$ cat config.mk
export PLATFORM = sky130hd
export DESIGN_NAME = nmea_rmc_field_extractor
export DESIGN_NICKNAME = d
export VERILOG_FILES = /design/src/design/nrfe_pkg.sv /design/src/design/nmea_rmc_field_extractor.sv /design/src/design/nrfe_ctrl.sv /design/src/design/nrfe_datapath.sv
export SDC_FILE = /design/constraint.sdc
export NUM_CORES = 1
export LEC_CHECK = 0
export BUFFER_PORTS_ARGS = -buffer_cell sky130_fd_sc_hd__buf_2
export CAP_MARGIN = 20
export CELL_PAD_IN_SITES_DETAIL_PLACEMENT = 2
export CELL_PAD_IN_SITES_GLOBAL_PLACEMENT = 2
export CORE_MARGIN = 2
export CORE_UTILIZATION = 40
export DETAILED_ROUTE_END_ITERATION = 8
export GPL_TIMING_DRIVEN = 1
export PLACE_DENSITY = 0.8
export SETUP_SLACK_MARGIN = 0.05
export SLEW_MARGIN = 20
export SYNTH_ARGS = -nofsm -noshare
export SYNTH_HDL_FRONTEND = slang
export SYNTH_SLANG_ARGS = --single-unit
$ cat constraint.sdc
create_clock -name clk_i -period 5.3 [get_ports clk_i]
set_input_delay 0.53 -clock clk_i [delete_from_list [all_inputs] [get_ports clk_i]]
set_output_delay 0.53 -clock clk_i [all_outputs]
set_load 0.1 [all_outputs]
$ cat src/design/nrfe_pkg.sv
`default_nettype none

package nrfe_pkg;

  // Default capacity of the time, latitude and longitude buffers
  localparam int unsigned FIELD_CHARS_DEF = 12;

  // Characters the parser acts on
  localparam logic [7:0] CHAR_DOLLAR  = 8'h24;
  localparam logic [7:0] CHAR_M       = 8'h4D;
  localparam logic [7:0] CHAR_C       = 8'h43;
  localparam logic [7:0] CHAR_A       = 8'h41;
  localparam logic [7:0] CHAR_V       = 8'h56;
  localparam logic [7:0] CHAR_LF      = 8'h0A;
  localparam logic [7:0] CHAR_COMMA   = 8'h2C;

  // Field identifiers as they appear on the result stream
  localparam logic [2:0] FID_TIME = 3'd0;
  localparam logic [2:0] FID_LAT  = 3'd1;
  localparam logic [2:0] FID_NS   = 3'd2;
  localparam logic [2:0] FID_LON  = 3'd3;
  localparam logic [2:0] FID_EW   = 3'd4;

  // Result record kinds
  localparam logic KIND_CHAR  = 1'b0;
  localparam logic KIND_CLOSE = 1'b1;

  // Result payload width, padded to whole bytes
  localparam int unsigned OUT_DATA_W = 24;

  // Controller states
  typedef enum logic [1:0] {
    ST_IDLE = 2'b01,
    ST_EMIT = 2'b10
  } state_e;

  // Commands from controller to datapath
  typedef struct packed {
    logic parse;
    logic emit_start;
    logic load_char;
    logic next_field;
    logic load_close;
  } cmd_t;

  // Status from datapath to controller
  typedef struct packed {
    logic start_emit;
    logic has_char;
    logic last_field;
    logic out_free;
  } stat_t;

endpackage : nrfe_pkg

`default_nettype wire

$ cat src/design/nmea_rmc_field_extractor.sv
`default_nettype none

// NMEA 0183 RMC field extractor. Feed received serial bytes on the slave
// stream; a byte is taken whenever tvalid and tready are both high. A '$'
// opens a sentence, which is kept only if its fifth and sixth characters
// read "MC". Inside a kept sentence the time, latitude, N/S, longitude and
// E/W fields are captured (FIELD_CHARS characters each for the long fields,
// one for the hemisphere letters, excess dropped) and the first status
// character is checked for 'A'. On the newline the block drops tready and
// walks its field buffers: one character record per stored character, a
// step across each of the four field boundaries, and the closing record
// (tuser high, tlast high) carrying fix-valid and malformed (fewer than
// seven commas). The result register decouples the two sides, so the next
// byte is taken while the closing record waits.
module nmea_rmc_field_extractor #(
  parameter int unsigned FIELD_CHARS = nrfe_pkg::FIELD_CHARS_DEF
) (
  input  wire logic                          clk_i,
  input  wire logic                          rst_ni,
  input  wire logic                          s_axis_tvalid_i,
  output logic                               s_axis_tready_o,
  // [7:0] rx_byte
  input  wire logic [7:0]                    s_axis_tdata_i,
  output logic                               m_axis_tvalid_o,
  input  wire logic                          m_axis_tready_i,
  // [2:0] field_id, [6:3] char_pos, [14:7] char_value, [15] fix_valid,
  // [16] malformed, [23:17] zero
  output logic [nrfe_pkg::OUT_DATA_W-1:0]    m_axis_tdata_o,
  // [0] kind
  output logic                               m_axis_tuser_o,
  output logic                               m_axis_tlast_o
);
  import nrfe_pkg::*;

  cmd_t  cmd;
  stat_t stat;

  nrfe_ctrl u_ctrl (
    .clk_i      (clk_i),
    .rst_ni     (rst_ni),
    .in_valid_i (s_axis_tvalid_i),
    .in_ready_o (s_axis_tready_o),
    .stat_i     (stat),
    .cmd_o      (cmd)
  );

  nrfe_datapath #(
    .FIELD_CHARS (FIELD_CHARS)
  ) u_datapath (
    .clk_i       (clk_i),
    .rst_ni      (rst_ni),
    .rx_byte_i   (s_axis_tdata_i),
    .cmd_i       (cmd),
    .stat_o      (stat),
    .out_ready_i (m_axis_tready_i),
    .out_valid_o (m_axis_tvalid_o),
    .out_data_o  (m_axis_tdata_o),
    .out_kind_o  (m_axis_tuser_o),
    .out_last_o  (m_axis_tlast_o)
  );

`ifndef ASSERT_OFF
  // No byte is taken while the buffers are being walked
  a_no_accept_in_walk: assert property (@(posedge clk_i) disable iff (!rst_ni)
    (cmd.load_char || cmd.next_field) |-> !s_axis_tready_o)
    else $error("byte accepted during emission");

  // A closing request shows up as the last, closing record
  a_close_shown: assert property (@(posedge clk_i) disable iff (!rst_ni)
    cmd.load_close |=> (m_axis_tvalid_o && m_axis_tlast_o && m_axis_tuser_o))
    else $error("closing record not presented");

  // Only the closing record ends the run
  a_last_is_close: assert property (@(posedge clk_i) disable iff (!rst_ni)
    (m_axis_tvalid_o && m_axis_tlast_o) |-> m_axis_tuser_o)
    else $error("tlast on a character record");

  // A result is never overwritten before it is taken
  a_no_overwrite: assert property (@(posedge clk_i) disable iff (!rst_ni)
    (cmd.load_char || cmd.load_close) |-> (!m_axis_tvalid_o || m_axis_tready_i))
    else $error("result overwritten");
`endif

endmodule : nmea_rmc_field_extractor

`default_nettype wire

$ cat src/design/nrfe_ctrl.sv
`default_nettype none

module nrfe_ctrl (
  input  wire logic           clk_i,
  input  wire logic           rst_ni,
  input  wire logic           in_valid_i,
  output logic                in_ready_o,
  input  wire nrfe_pkg::stat_t stat_i,
  output nrfe_pkg::cmd_t      cmd_o
);
  import nrfe_pkg::*;

  state_e state_q, state_d;

  // Decide commands and next state
  always_comb begin
    state_d    = state_q;
    cmd_o      = '0;
    in_ready_o = 1'b0;
    case (state_q)
      ST_IDLE: begin
        in_ready_o = 1'b1;
        if (in_valid_i) begin
          cmd_o.parse = 1'b1;
          if (stat_i.start_emit) begin
            cmd_o.emit_start = 1'b1;
            state_d          = ST_EMIT;
          end
        end
      end
      ST_EMIT: begin
        if (stat_i.has_char) begin
          cmd_o.load_char = stat_i.out_free;
        end else if (stat_i.last_field) begin
          if (stat_i.out_free) begin
            cmd_o.load_close = 1'b1;
            state_d          = ST_IDLE;
          end
        end else begin
          cmd_o.next_field = 1'b1;
        end
      end
      default: begin
        state_d = ST_IDLE;
      end
    endcase
  end

  // Hold state
  always_ff @(posedge clk_i or negedge rst_ni) begin
    if (!rst_ni) begin
      state_q <= ST_IDLE;
    end else begin
      state_q <= state_d;
    end
  end

endmodule : nrfe_ctrl

`default_nettype wire

$ cat src/design/nrfe_datapath.sv
`default_nettype none

module nrfe_datapath #(
  parameter int unsigned FIELD_CHARS = nrfe_pkg::FIELD_CHARS_DEF
) (
  input  wire logic                              clk_i,
  input  wire logic                              rst_ni,
  input  wire logic [7:0]                        rx_byte_i,
  input  wire nrfe_pkg::cmd_t                    cmd_i,
  output nrfe_pkg::stat_t                        stat_o,
  input  wire logic                              out_ready_i,
  output logic                                   out_valid_o,
  output logic [nrfe_pkg::OUT_DATA_W-1:0]        out_data_o,
  output logic                                   out_kind_o,
  output logic                                   out_last_o
);
  import nrfe_pkg::*;

  localparam int unsigned LEN_W = $clog2(FIELD_CHARS + 1);
  localparam int unsigned IDX_W = $clog2(FIELD_CHARS);
  localparam logic [LEN_W-1:0] CAP = LEN_W'(FIELD_CHARS);

  // Sentence tracking
  logic [2:0]       pos_q;
  logic             header_ok_q;
  logic             in_sentence_q;
  logic [2:0]       comma_q;
  logic             status_active_q;
  logic             status_seen_q;
  logic [LEN_W-1:0] len_q [5];

  // Field buffers
  logic [7:0] time_q [FIELD_CHARS];
  logic [7:0] lat_q  [FIELD_CHARS];
  logic [7:0] lon_q  [FIELD_CHARS];
  logic [7:0] ns_q;
  logic [7:0] ew_q;

  // Emission walk
  logic [2:0]       fid_q;
  logic [LEN_W-1:0] idx_q;

  // Output register
  logic                  out_valid_q;
  logic [OUT_DATA_W-1:0] out_data_q;
  logic                  out_kind_q;
  logic                  out_last_q;

  logic             is_dollar, is_lf, is_comma, in_body;
  logic             st_time, st_lat, st_ns, st_lon, st_ew;
  logic [LEN_W-1:0] cur_len;
  logic [7:0]       cur_char;

  assign is_dollar = (rx_byte_i == CHAR_DOLLAR);
  assign is_lf     = (rx_byte_i == CHAR_LF);
  assign is_comma  = (rx_byte_i == CHAR_COMMA);
  assign in_body   = cmd_i.parse && in_sentence_q && !is_dollar && !is_lf;

  // Store enables per field, capped by capacity
  assign st_time = in_body && !is_comma && (comma_q == 3'd1) && (len_q[0] < CAP);
  assign st_lat  = in_body && !is_comma && (comma_q == 3'd3) && (len_q[1] < CAP);
  assign st_ns   = in_body && !is_comma && (comma_q == 3'd4) && (len_q[2] == '0);
  assign st_lon  = in_body && !is_comma && (comma_q == 3'd5) && (len_q[3] < CAP);
  assign st_ew   = in_body && !is_comma && (comma_q == 3'd6) && (len_q[4] == '0);

  // Select the character under the walk
  always_comb begin
    cur_len  = len_q[0];
    cur_char = time_q[idx_q[IDX_W-1:0]];
    case (fid_q)
      FID_TIME: begin
        cur_len  = len_q[0];
        cur_char = time_q[idx_q[IDX_W-1:0]];
      end
      FID_LAT: begin
        cur_len  = len_q[1];
        cur_char = lat_q[idx_q[IDX_W-1:0]];
      end
      FID_NS: begin
        cur_len  = len_q[2];
        cur_char = ns_q;
      end
      FID_LON: begin
        cur_len  = len_q[3];
        cur_char = lon_q[idx_q[IDX_W-1:0]];
      end
      FID_EW: begin
        cur_len  = len_q[4];
        cur_char = ew_q;
      end
      default: begin
        cur_len  = '0;
        cur_char = '0;
      end
    endcase
  end

  assign stat_o.start_emit = in_sentence_q && header_ok_q && !is_dollar && is_lf;
  assign stat_o.has_char   = (idx_q < cur_len);
  assign stat_o.last_field = (fid_q == FID_EW);
  assign stat_o.out_free   = !out_valid_q || out_ready_i;

  // Track the sentence: header, commas, field lengths and status
  always_ff @(posedge clk_i or negedge rst_ni) begin
    if (!rst_ni) begin
      pos_q           <= '0;
      header_ok_q     <= 1'b0;
      in_sentence_q   <= 1'b0;
      comma_q         <= '0;
      status_active_q <= 1'b0;
      status_seen_q   <= 1'b0;
      for (int k = 0; k < 5; k++) begin
        len_q[k] <= '0;
      end
    end else if (cmd_i.parse) begin
      if (is_dollar) begin
        in_sentence_q   <= 1'b1;
        pos_q           <= 3'd1;
        header_ok_q     <= 1'b0;
        comma_q         <= '0;
        status_active_q <= 1'b0;
        status_seen_q   <= 1'b0;
        for (int k = 0; k < 5; k++) begin
          len_q[k] <= '0;
        end
      end else if (in_sentence_q) begin
        if (is_lf) begin
          in_sentence_q <= 1'b0;
        end else begin
          if (pos_q == 3'd4) begin
            header_ok_q <= (rx_byte_i == CHAR_M);
          end else if (pos_q == 3'd5) begin
            header_ok_q <= header_ok_q && (rx_byte_i == CHAR_C);
          end
          if (pos_q != 3'd7) begin
            pos_q <= pos_q + 3'd1;
          end
          if (is_comma) begin
            if (comma_q != 3'd7) begin
              comma_q <= comma_q + 3'd1;
            end
          end else if (comma_q == 3'd2 && !status_seen_q) begin
            status_seen_q   <= 1'b1;
            status_active_q <= (rx_byte_i == CHAR_A);
          end
          if (st_time) len_q[0] <= len_q[0] + 1'b1;
          if (st_lat)  len_q[1] <= len_q[1] + 1'b1;
          if (st_ns)   len_q[2] <= len_q[2] + 1'b1;
          if (st_lon)  len_q[3] <= len_q[3] + 1'b1;
          if (st_ew)   len_q[4] <= len_q[4] + 1'b1;
        end
      end
    end
  end

  // Write captured characters into the field buffers
  always_ff @(posedge clk_i) begin
    if (st_time) time_q[len_q[0][IDX_W-1:0]] <= rx_byte_i;
    if (st_lat)  lat_q[len_q[1][IDX_W-1:0]]  <= rx_byte_i;
    if (st_lon)  lon_q[len_q[3][IDX_W-1:0]]  <= rx_byte_i;
    if (st_ns)   ns_q <= rx_byte_i;
    if (st_ew)   ew_q <= rx_byte_i;
  end

  // Advance the emission walk over fields and positions
  always_ff @(posedge clk_i or negedge rst_ni) begin
    if (!rst_ni) begin
      fid_q <= FID_TIME;
      idx_q <= '0;
    end else if (cmd_i.emit_start) begin
      fid_q <= FID_TIME;
      idx_q <= '0;
    end else if (cmd_i.load_char) begin
      idx_q <= idx_q + 1'b1;
    end else if (cmd_i.next_field) begin
      fid_q <= fid_q + 3'd1;
      idx_q <= '0;
    end
  end

  // Hold the result until taken
  always_ff @(posedge clk_i or negedge rst_ni) begin
    if (!rst_ni) begin
      out_valid_q <= 1'b0;
    end else if (cmd_i.load_char || cmd_i.load_close) begin
      out_valid_q <= 1'b1;
    end else if (out_ready_i) begin
      out_valid_q <= 1'b0;
    end
  end

  always_ff @(posedge clk_i) begin
    if (cmd_i.load_char) begin
      out_data_q <= {7'd0, 1'b0, 1'b0, cur_char, 4'(idx_q), fid_q};
      out_kind_q <= KIND_CHAR;
      out_last_q <= 1'b0;
    end else if (cmd_i.load_close) begin
      out_data_q <= {7'd0, (comma_q != 3'd7), status_active_q, 8'd0, 4'd0, 3'd0};
      out_kind_q <= KIND_CLOSE;
      out_last_q <= 1'b1;
    end
  end

  assign out_valid_o = out_valid_q;
  assign out_data_o  = out_data_q;
  assign out_kind_o  = out_kind_q;
  assign out_last_o  = out_last_q;

endmodule : nrfe_datapath

`default_nettype wire
Yosys cells after proc, flatten, opt, wreduce, memory -nomap -nowiden
Memory sizes are Yosys's and may differ from the RTL's.
Index checks and enable logic that the tools add are counted.
Widths: inputs -> output; s select.
- order comparisons: 4
- equal/unequal tests: 30
- multiplexer cells: 69
- $add $sub $neg: 9
- reduce and logical (&&, ||, !) cells: 55
- operator list (kind ; count):
    $mux 20 ; 3
    $pmux 8 s5 ; 1
    $mux 3 ; 13
    $mux 1 ; 32
    $mux 4 ; 8
    $mux 15 ; 2
    $reduce_and 4->1 ; 7
    $reduce_bool 2->1 ; 13
    $add 4x1->4 const B ; 6
    $eq 8x7->1 const B ; 3
    $pmux 4 s5 ; 1
    $logic_and 1x1->1 ; 19
    $eq 3x3->1 const B ; 6
    $eq 8x6->1 const B ; 2
    $mux 2 ; 8
    $reduce_and 5->1 ; 3
    $eq 3x2->1 const B ; 4
    $lt 4x4->1 const B ; 3
    $ne 2x2->1 const B ; 5
    $add 3x1->3 const B ; 3
    $eq 8x4->1 const B ; 1
    $logic_not 4->1 ; 2
    $eq 3x1->1 const B ; 2
    $ne 2x1->1 const B ; 3
    other kinds (10) ; 17
- RAM bits: 288
- memories: 3
- word-level logic and storage cells: 190
- bits of input ports: 12
- output and inout port bits: 28
- flip-flop bits (word level): 74
- memories (name ; words ; bits a word ; read ports ; clocked after Yosys merged registers in ; write ports ; RTL line ; RTL):
    u_datapath.lat_q ; 12 ; 8 ; 1 ; 0 ; 1 ; nrfe_datapath.sv:34 ; logic [7:0] lat_q [FIELD_CHARS];
    u_datapath.lon_q ; 12 ; 8 ; 1 ; 0 ; 1 ; nrfe_datapath.sv:35 ; logic [7:0] lon_q [FIELD_CHARS];
    u_datapath.time_q ; 12 ; 8 ; 1 ; 0 ; 1 ; nrfe_datapath.sv:33 ; logic [7:0] time_q [FIELD_CHARS];

Logic depth before layout (Yosys ltp)
- word-level depth: 17
- depth in mapped cells: 14
- mapped depth without buffers: 12

By module
Synthesis repeated with hierarchy kept, for this count alone.
- cells, all modules: 865
- area total of the unflattened synthesis: 15112.0 um2
- modules (own cells, without submodules) (module ; seq. area each (um2) ; area each (um2) ; times used ; cells each):
    nrfe_datapath ; 10590.2 ; 14983.1 ; 1 ; 852
    nrfe_ctrl ; 51.3 ; 128.9 ; 1 ; 13

Least setup slack after synthesis
OpenSTA, ideal clock, no wires.
- kind: register -> register
- from: register u_ctrl.state_q[0]
- to: register u_datapath.len_q[8] (netlist bit)
- path buffers: 0
- setup time: 125 ps
- data arrival time: 3879 ps
- period minus slack after synthesis: 4004 ps
- cell stages (with the launch flop): 6
- required time: 5175 ps
- path slack: 1296 ps
- path through: dfstp_2 -> nor2b_1 -> nand3_1 -> nor4_1 -> o21ai_1 -> mux2_2
- word-level cells in the longest chain between the ends: 10
- ends and longest elaborated chain (what ; RTL line ; RTL):
    start: declaration ; nrfe_ctrl.sv:13 ; state_e state_q, state_d;
    start signal: assignment ; nrfe_ctrl.sv:54 ; state_q <= state_d;
    $eq 2x1->1 ; nrfe_ctrl.sv:20 ; case (state_q)
    $mux 2 ; nrfe_ctrl.sv:20 ;
    $logic_and 1x1->1 (3 in series) ; nrfe_datapath.sv:57 ; assign in_body = cmd_i.parse && in_sentence_q && !is_dollar && !is_lf;
    $logic_and 1x1->1 (3 in series) ; nrfe_datapath.sv:62 ; assign st_ns = in_body && !is_comma && (comma_q == 3'd4) && (len_q[2] == '0);
    via u_datapath.st_ns ; nrfe_datapath.sv:50 ; logic st_time, st_lat, st_ns, st_lon, st_ew;
    $reduce_bool 2->1 (no source line) ; - ;
    $reduce_and 4->1 (no source line) ; - ;
    end: declaration ; nrfe_datapath.sv:30 ; logic [LEN_W-1:0] len_q [5];
The timed path passes the listed nets, and every way through them passes these cells.
A chain may end at the register's enable or synchronous reset.

Worst setup path in the final report
- from: register u_datapath.fid_q[0]
- to: register u_datapath.out_data_q[7] (netlist: u_datapath.out_data_o[7]), enable pin
- word-level cells in the longest chain between the ends: 6
- elaborated cells between the ends (all ways): 12
- classes of those cells: order compare (1); eq/ne (4); mux (5); reduce/logical (2)
- ends and longest elaborated chain (what ; RTL line ; RTL):
    start: declaration ; nrfe_datapath.sv:40 ; logic [2:0] fid_q;
    start signal: assignment ; nrfe_datapath.sv:176 ; fid_q <= fid_q + 3'd1;
    $eq 3x3->1, or another cell as far along ; nrfe_datapath.sv:70, nrfe_datapath.sv:100 ;
    $pmux 4 s5 ; nrfe_datapath.sv:70 ; case (fid_q)
    $lt 4x4->1 ; nrfe_datapath.sv:99 ; assign stat_o.has_char = (idx_q < cur_len);
    $mux 2 / $mux 1 (equally long branches) ; nrfe_ctrl.sv:32 ; if (stat_i.has_char) begin
    $mux 3 (*) ; nrfe_ctrl.sv:20 ;
    $reduce_bool 2->1 (no source line) (*) ; - ;
    end signal: assignment ; nrfe_datapath.sv:194 ; out_data_q <= {7'd0, 1'b0, 1'b0, cur_char, 4'(idx_q), fid_q};
    end signal: assignment ; nrfe_datapath.sv:198 ; out_data_q <= {7'd0, (comma_q != 3'd7), status_active_q, 8'd0, 4'd0, 3'd0};
    end: declaration ; nrfe_datapath.sv:45 ; logic [OUT_DATA_W-1:0] out_data_q;
Every way passes the cells marked *; elsewhere a longest branch is shown, timed or not.

==> impl_metrics.py <==
metrics = {
    "status": {
        "status": "completed",
    },
    "detailed_routing": {
        "drc": 0,
        "first_pass_iters": 6,
        "drtIter0Drc": 607,
        "vias_per_cell": 5.70,
        "wl_um": 43100,
        "vias": 8402,
        "wire_per_inst_um": 29.3,
        "antenna_left": 0,
    },
    "timing": {
        "finalSetupViolations": 0,
        "skew_ns": 0.0257,
        "min_period_ns": 4.27,
        "worstMarginPinSlew_ns": 1.05,
        "timing.slew.headroom": 0.303,
        "rsz0062_at_grt": "no",
        "worst_slack_ns": 1.03,
        "final_max_slew_viol_count": 0,
        "period_share": 0.805,
        "hold_viol_final": 0,
        "setup_tns_ns": 0,
        "max_freq_mhz": 234,
    },
    "layout": {
        "final_util": 0.458,
        "diodes": 0,
        "multiInputGateArea_sq_um": 4230,
        "area_growth_syn_to_layout_pct": 13.1,
        "ff_latch_area_sq_um": 10600,
        "final_common_cell": "edfxtp_1",
        "nFillCells": 3491,
        "design_area_sq_um": 17200,
        "final_nets": 981,
        "layout-drive-gt1-share": 0.199,
        "final_cell_mix": "319 x edfxtp_1, 62 x mux4_2, 43 x nand2_1, 41 x clkbuf_16, 37 x dfrtp_1",
    },
    "die": {
        "die_area_sq_um": 39500,
        "initial_utilization": 0.405,
        "die_x_um": 199,
        "die_y_um": 199,
        "core.rowCount": 71,
        "ioPinCount": 40,
        "core_area_sq_um": 37500,
    },
    "setup_path": {
        "end_kind": "flip-flop",
        "crit_arrival_ns": 4.40,
        "path_cells": "inv_1 -> ha_1 -> nor2b_1 -> a22oi_1 -> o21ai_0 -> a221oi_1 -> ha_1 -> a21oi_1 -> nor2b_1 -> a2111oi_2 -> or2_2 -> nand2_1",
        "crit_required_ns": 5.43,
        "reg2reg_setup_slack_ns": 1.03,
        "start_kind": "flip-flop",
        "worst_path_max_delay_cell": "nor2b_1",
        "cpPeakStageDelay_ns": 0.82,
        "crit_fanout": 15,
        "path_class": "reg2reg",
    },
    "logic_synthesis": {
        "ys_seq_elements": 362,
        "async_reset_ff_frac": 0.110,
        "syn_inst": 888,
        "ys_seq_area_frac": 0.701,
        "synth_area_sq_um": 15200,
        "synth-edff-count": 319,
        "ys_warn_count": 0,
        "synth_cell_types": 67,
        "synth_flop_cell": "edfxtp_1",
        "avgSynthCellArea_sq_um": 17.1,
    },
    "grt": {
        "grt_pass1_wl_um": 63700,
        "grt_usage": 0.226,
        "grt_max_degree": 62,
        "antenna_found_initial": 0,
        "first_global_vias": 9223,
        "grt_overflow_total": 0,
    },
    "power_and_ir_drop": {
        "seqPwrFrac": 0.456,
        "p_clk_frac": 0.369,
        "switching_share": 0.278,
        "p_int_w": 0.00527,
        "power.share.combinational": 0.175,
        "peakVddDrop_uv": 211,
        "p_leak_nw": 5.71,
        "p_sw_w": 0.00203,
        "power_density_nw_per_um2": 426,
    },
    "placement": {
        "hpwlAfterDp_um": 28300,
        "globalplace.congestion": 0.799,
        "preCtsSetupSlack_ns": 1.08,
        "port_buffers": 32,
        "place_area_sq_um": 15900,
    },
    "clocking": {
        "cts_made_buffers": 40,
        "cts_hold_buf": 0,
        "postCtsSetupRepairBufs": 0,
        "clk_pin_slew_ns": 0.06,
        "htree_num_levels": 2,
        "cts_sinks": 362,
        "post_cts_resized": 0,
        "cts_root_buffer": "clkbuf_16",
        "cts_tree": "built",
        "clockBufferDepth": 3,
        "clk-insertion-delay-late_ns": 0.56,
    },
    "flow_run": {
        "max_cap_violations": 0,
    },
    "worst_hold_path": {
        "hold_class": "in2async",
    },
}
[metal layers]
layer | up-vias | track usage | share of wire
li1 | 3613 | - | -
met1 | 4539 | 0.292 | 0.42
met2 | 197 | 0.402 | 0.53
met3 | 53 | 0.0283 | 0.034
met4 | 0 | 0.0580 | 0.019
met5 | - | 0 | 0
[worst paths after layout]
kind | endpoint | from | cells past startpoint
min | u_datapath.fid_q[1] | rst_ni | 1
max reg2reg | u_datapath.out_data_o[7] | u_datapath.fid_q[0] | 12
min in group clk_i | u_datapath.out_valid_o | m_axis_tready_i | 3
max | u_datapath.out_data_o[7] | u_datapath.fid_q[0] | 12
max in group asynchronous | u_datapath.idx_q[1] | rst_ni | 1
min reg2reg | u_datapath.out_kind_o | u_datapath.out_kind_o | 2
[registers in the layout, indices dropped and copies added (netlist names)]
name and flops:
u_datapath.status_seen_q 1, u_datapath.header_ok_q 1, u_datapath.in_sentence_q 1, u_datapath.comma_q 3
u_datapath.out_kind_o 1, u_datapath.out_data_o 17, u_ctrl.state_q 2, u_datapath.status_active_q 1
u_datapath.time_q 96, u_datapath.len_q 20, u_datapath.lat_q 96, u_datapath.idx_q 4
u_datapath.pos_q 3, u_datapath.out_valid_o 1, u_datapath.lon_q 96, u_datapath.ew_q 8
u_datapath.fid_q 3, u_datapath.ns_q 8
[cell type report]
cell class,count,share of cell area
well taps,511,0.0373
clock inverters,17,0.00919
repair buffers,47,0.0166
flip-flops and latches,362,0.621
clock buffers,54,0.0638
multi-input cells,455,0.247
inverters,28,0.00612
[cell families (layout without fill, tap and decap cells)]
| kind of cell | Yosys count | in the layout | share of synthesized area |
|---|---|---|---|
| mux | 103 | 103 | 0.120 |
| flops | 362 | 362 | 0.701 |
| other cells | 1 | 7 | 0.000247 |
| fa+ha+maj | 35 | 35 | 0.0289 |
| compound gates | 134 | 134 | 0.0633 |
| buf+inv | 77 | 146 | 0.0228 |
| simple gates | 175 | 175 | 0.0627 |
| xor+xnor | 1 | 1 | 0.000577 |
[power by group through the flow]
stage	Combinational (W)	Sequential, W	Clock, W
floorplan	0.000927	0.00328	0
finish	0.00128	0.00333	0.00270
detailed placement	0.00126	0.00339	0
global route	0.00137	0.00335	0.00283
global placement	0.00122	0.00338	0
CTS	0.00129	0.00333	0.00274
[Yosys cell counts, types with 3 or more instances]
master,n,area (sq um)
nor2b_1,12,75.1
o221ai_1,6,52.6
a21oi_1,25,125
clkbuf_1,24,90.1
buf_1,5,18.8
a221oi_1,4,35.0
ha_1,35,438
nor3b_1,3,22.5
a222oi_1,6,60.1
o21ai_0,25,125
mux2i_1,26,260
nor2_1,23,86.3
a22o_1,9,78.8
a31oi_1,6,37.5
nor3_2,3,30.0
o21ai_1,3,15.0
nand2_1,43,161
inv_1,28,105
a41oi_1,3,26.3
buf_2,10,50.1
nand3b_1,5,37.5
o22ai_1,6,37.5
o2111ai_1,5,43.8
edfxtp_1,319,9580
nor4_1,6,37.5
mux4_2,62,1400
nand3_1,17,85.1
a21o_1,4,30.0
buf_4,8,60.1
nor3_1,3,15.0
dfxtp_1,3,60.1
nand2b_1,3,18.8
and3_1,13,81.3
a22oi_1,9,67.6
o211ai_1,4,30.0
and2_1,33,206
dfrtp_1,39,976
mux2_2,14,158
[worst max-delay path, delay by kind of cell, from the launching register on]
family / cells / cell delay, ns
flops: 1 / 0.44
buf+inv: 1 / 0.14
fa+ha+maj: 2 / 0.56
compound gates: 5 / 1.14
simple gates: 4 / 1.57
[metrics by stage]
step	cells	total power (W)	hold WS, ns
2_1_floorplan	894	0.00421	0.234
3_3_place_gp	1403	0.00460	0.452
3_5_place_dp	1403	0.00465	0.462
4_1_cts	1474	0.00736	0.165
5_1_grt	1474	0.00754	0.208
6_report	1474	0.00731	0.151
No activity file was read; power rests on OpenSTA's default activity.
